[config.mk]
export PLATFORM = sky130hd
export DESIGN_NAME = ohm_ram
export DESIGN_NICKNAME = d
export VERILOG_FILES = /design/src/rtl/ohm_ram.sv
export SDC_FILE = /design/constraint.sdc
export NUM_CORES = 1
export LEC_CHECK = 0
export ABC_AREA = 1
export BUFFER_PORTS_ARGS = -buffer_cell sky130_fd_sc_hd__buf_4
export CORE_MARGIN = 3
export CORE_UTILIZATION = 55
export DETAILED_ROUTE_END_ITERATION = 8
export PLACE_DENSITY = 0.86
export SLEW_MARGIN = 20
export SYNTH_ARGS = -nofsm -noshare
export SYNTH_HDL_FRONTEND = slang
export SYNTH_SLANG_ARGS = --single-unit
[constraint.sdc]
create_clock -name i_clk -period 1 [get_ports i_clk]
set_input_delay 0.15 -clock i_clk [delete_from_list [all_inputs] [get_ports i_clk]]
set_output_delay 0.15 -clock i_clk [all_outputs]
set_load 0.01 [all_outputs]
[src/rtl/ohm_ram.sv]
`timescale 1ns / 1ps

module ohm_ram #(
    parameter int WIDTH = 8,
    parameter int DEPTH = 16
) (
    input  logic                     i_clk,
    input  logic                     i_we,
    input  logic [$clog2(DEPTH)-1:0] i_waddr,
    input  logic [WIDTH-1:0]         i_wdata,
    input  logic [$clog2(DEPTH)-1:0] i_raddr,
    output logic [WIDTH-1:0]         o_rdata
);

    logic [WIDTH-1:0] r_mem [DEPTH];
    logic [WIDTH-1:0] r_rdata;

    // one write port, one registered read port
    always_ff @(posedge i_clk) begin
        if (i_we) begin
            r_mem[i_waddr] <= i_wdata;
        end
        r_rdata <= r_mem[i_raddr];
    end

    assign o_rdata = r_rdata;

endmodule

==> reports/metrics.csv <==
stage,metric,value,unit
outcome,status,"finished, violations left",
outcome,violations,negative setup slack,
timing,finalSetupViolations,14,
logic_synthesis,synthCells,551,
power,power.switching,3060,µW
routing,final_antenna_net_count,0,
power,combPwrFrac,0.084,
floorplanning,row_count,36,
cells_and_area,mostFrequentLayoutCell,nand2_1,
timing,whs,0.0639,ns
timing,hold_violations,0,
timing,maxSlewHeadroom,0.778,
clocking,cts_root_buffer,clkbuf_8,
min_path,min_from,i_raddr[2],
floorplanning,core_region_area,10000,µm²
critical_path,crit_arrival,0.98,ns
routing,drtIter0Drc,666,
power,power_density,1840,nW/µm²
logic_synthesis,synth.cell_area,5770,µm²
timing,fin_ws,-0.130,ns
routing,routed_wl,15.7,mm
power,p_clk_frac,0.439,
routing,post_drt_wl_per_cell,20.9,µm
timing,finalCritPeriodShare,1.13,
critical_path,critPathTopFamily,flip-flops,
logic_synthesis,ys_seq_area_frac,0.694,
logic_synthesis,ys_warn_count,0,
clocking,cts_buffers,17,
critical_path,r2r_end,o_rdata[5]$_DFF_P_,
critical_path,crit_chain,buf_6,
critical_path,slowest_stage,dfxtp_2,
floorplanning,die_y,108,µm
global_route,track_usage,0.262,
global_route,grt_overflow_total,0,
cells_and_area,final_nets,627,
routing,dr.pass1.iters,8,
flow_run,cap_violations,0,
global_route,grt_pass1_vias,4124,
critical_path,worstRegToRegCells,6,
power,power_leakage,0.00316,µW
cells_and_area,n_antenna_cell,0,
timing,max_freq,885,MHz
critical_path,worstSetupPathType,reg2out,
clocking,cts_tree,done,
critical_path,critPathMaxStageDelay,0.35,ns
clocking,cts.clk_slew.worst_paths,0.06,ns
floorplanning,die_area,11700,µm²
timing,maxSlewViolCount,0,
power,ir_worst_vdd,0.00148,V
critical_path,cp_num_buf_inv,1,
floorplanning,floorplan.initialDensity,0.577,
cells_and_area,final_core_util,0.733,
cells_and_area,final_cell_mix,"nand2_1 (162), edfxtp_1 (128), inv_1 (91)",
timing,worst_pin_slew,0.334,ns
logic_synthesis,synth.net_count,569,
min_path,holdPathEnd,o_rdata[6]$_DFF_P_,
power,switching_share,0.226,
timing,rsz0062_at_grt,true,
clocking,post_cts.repair.setup_buffers,0,
cells_and_area,register_area,4010,µm²
clocking,insertion_delay,0.53,ns
critical_path,r2r_start,r_mem[13][5]$_DFFE_PP_,
power,intPower,10400,µW
critical_path,cp-end-kind,primary output,
min_path,hold_depth,4,
placement,port_buffers,25,
floorplanning,ios,26,
timing,skew,0.00972,ns
cells_and_area,drive_gt1_frac,0.289,
routing,viasPerCell,5.88,
critical_path,crit_required,0.85,ns
routing,drc,0,
placement,dp_hpwl,8.09,mm
global_route,grt_pass1_wl,22.2,mm
cells_and_area,fill_cells,551,
timing,finalCriticalPeriod,1.13,ns
clocking,htree_levels,4,
critical_path,startpoint_type,register,
critical_path,critPathMaxFanout,1,
critical_path,reg2reg_slack,-0.09,ns
global_route,antenna_found_initial,0,
clocking,clock_sinks,136,
clocking,clock_path_buffers,2,
global_route,grt_max_degree,35,
logic_synthesis,avgSynthCellArea,10.5,µm²
logic_synthesis,synth_seq_cells,136,
power,seqPwrFrac,0.477,
floorplanning,chipWidth,108,µm
placement,gp_congestion,0.847,
routing,num_vias,4439,
cells_and_area,area_growth,27.1,%
min_path,hold_class,in2reg,
cells_and_area,multiInputGateArea,1560,µm²
logic_synthesis,ys_types,12,
## registers in the layout, summed over array words and instances (netlist names)
register / count
r_mem: 128
o_rdata: 8
## power by group through the flow
stage          sequential (µW)  clock [µW]  combinational [µW]
5_1_grt                   6440        6220                1210
3_5_place_dp              6530           0                 878
2_1_floorplan             6540           0                 454
4_1_cts                   6430        5910                 975
3_3_place_gp              6530           0                 846
6_report                  6440        5930                1130
## layer usage
layer  track usage  up-vias  routed length, µm
li1              -     1891                  -
met1         0.312     2099               5610
met2         0.436      384               7730
met3        0.0728       65               1700
met4         0.133        0                704
met5             0        -                  0
## layout make-up
| class | count | area share |
|---|---|---|
| clock buffers | 19 | 0.0603 |
| multi-input cells | 289 | 0.213 |
| well taps | 133 | 0.0227 |
| inverters | 102 | 0.0528 |
| clock inverters | 13 | 0.0174 |
| flip-flops and latches | 136 | 0.548 |
| repair buffers | 63 | 0.0859 |
## cells in the mapped netlist
library cell  number  area, µm²
dfxtp_1            8        160
inv_2              2       7.51
buf_4              4       30.0
nor2_1            17       63.8
inv_1            100        375
buf_2             13       65.1
nand3_1           97        485
nand3b_1           2       15.0
edfxtp_1         128       3840
buf_6              6       67.6
nand2_1          173        649
buf_1              1       3.75
## logic make-up (layout without fill, tap and decap cells)
kind of cell           count (synthesis)  after routing  synth area share
flip-flops                           136            136             0.694
buffers and inverters                126            197            0.0952
AND/OR/NAND/NOR                      289            289             0.210
## repair_timing
action                                 in CTS  in global routing
hold buffers                                9                  0
resized for setup                          30                 67
gates cloned                                0                  0
pin swaps                                   3                 25
endpoints found under the hold margin     136                  0
setup endpoints to repair                  10                 16
## worst max path at each step
stage | cells after the start | start | to | slack, ns
after floorplan | 2 | i_waddr[2] | r_mem[10][0]$_DFFE_PP_ | -0.10
after global placement | 7 | i_raddr[0] | o_rdata[1]$_DFF_P_ | -0.16
after detailed placement | 7 | i_raddr[0] | o_rdata[5]$_DFF_P_ | -0.23
after CTS | 1 | o_rdata[4]$_DFF_P_ | o_rdata[4] | -0.15
after global routing | 1 | o_rdata[2]$_DFF_P_ | o_rdata[2] | -0.17
final | 1 | o_rdata[4]$_DFF_P_ | o_rdata[4] | -0.13
## worst reg2reg max path: stages, from the launching register on
cell	delay, ns
edfxtp_1	0.40
nand2_1	0.10
nand2_1	0.10
nand2_1	0.11
nand3_2	0.10
nand3_2	0.10
nand2_2	0.07
## stage by stage
stage / TNS (ns) / total power [µW] / area [µm²] / setup slack [ns] / instances
after floorplan: -8.04 / 6990 / 5780 / -0.101 / 551
after global placement: -14.20 / 7370 / 6290 / -0.161 / 714
after detailed placement: -16.77 / 7410 / 6290 / -0.230 / 714
after CTS: -1.03 / 13300 / 7040 / -0.148 / 755
after global routing: -1.68 / 13900 / 7330 / -0.167 / 755
final: -1.13 / 13500 / 7330 / -0.130 / 755
Power figures use the tool's default switching activity.
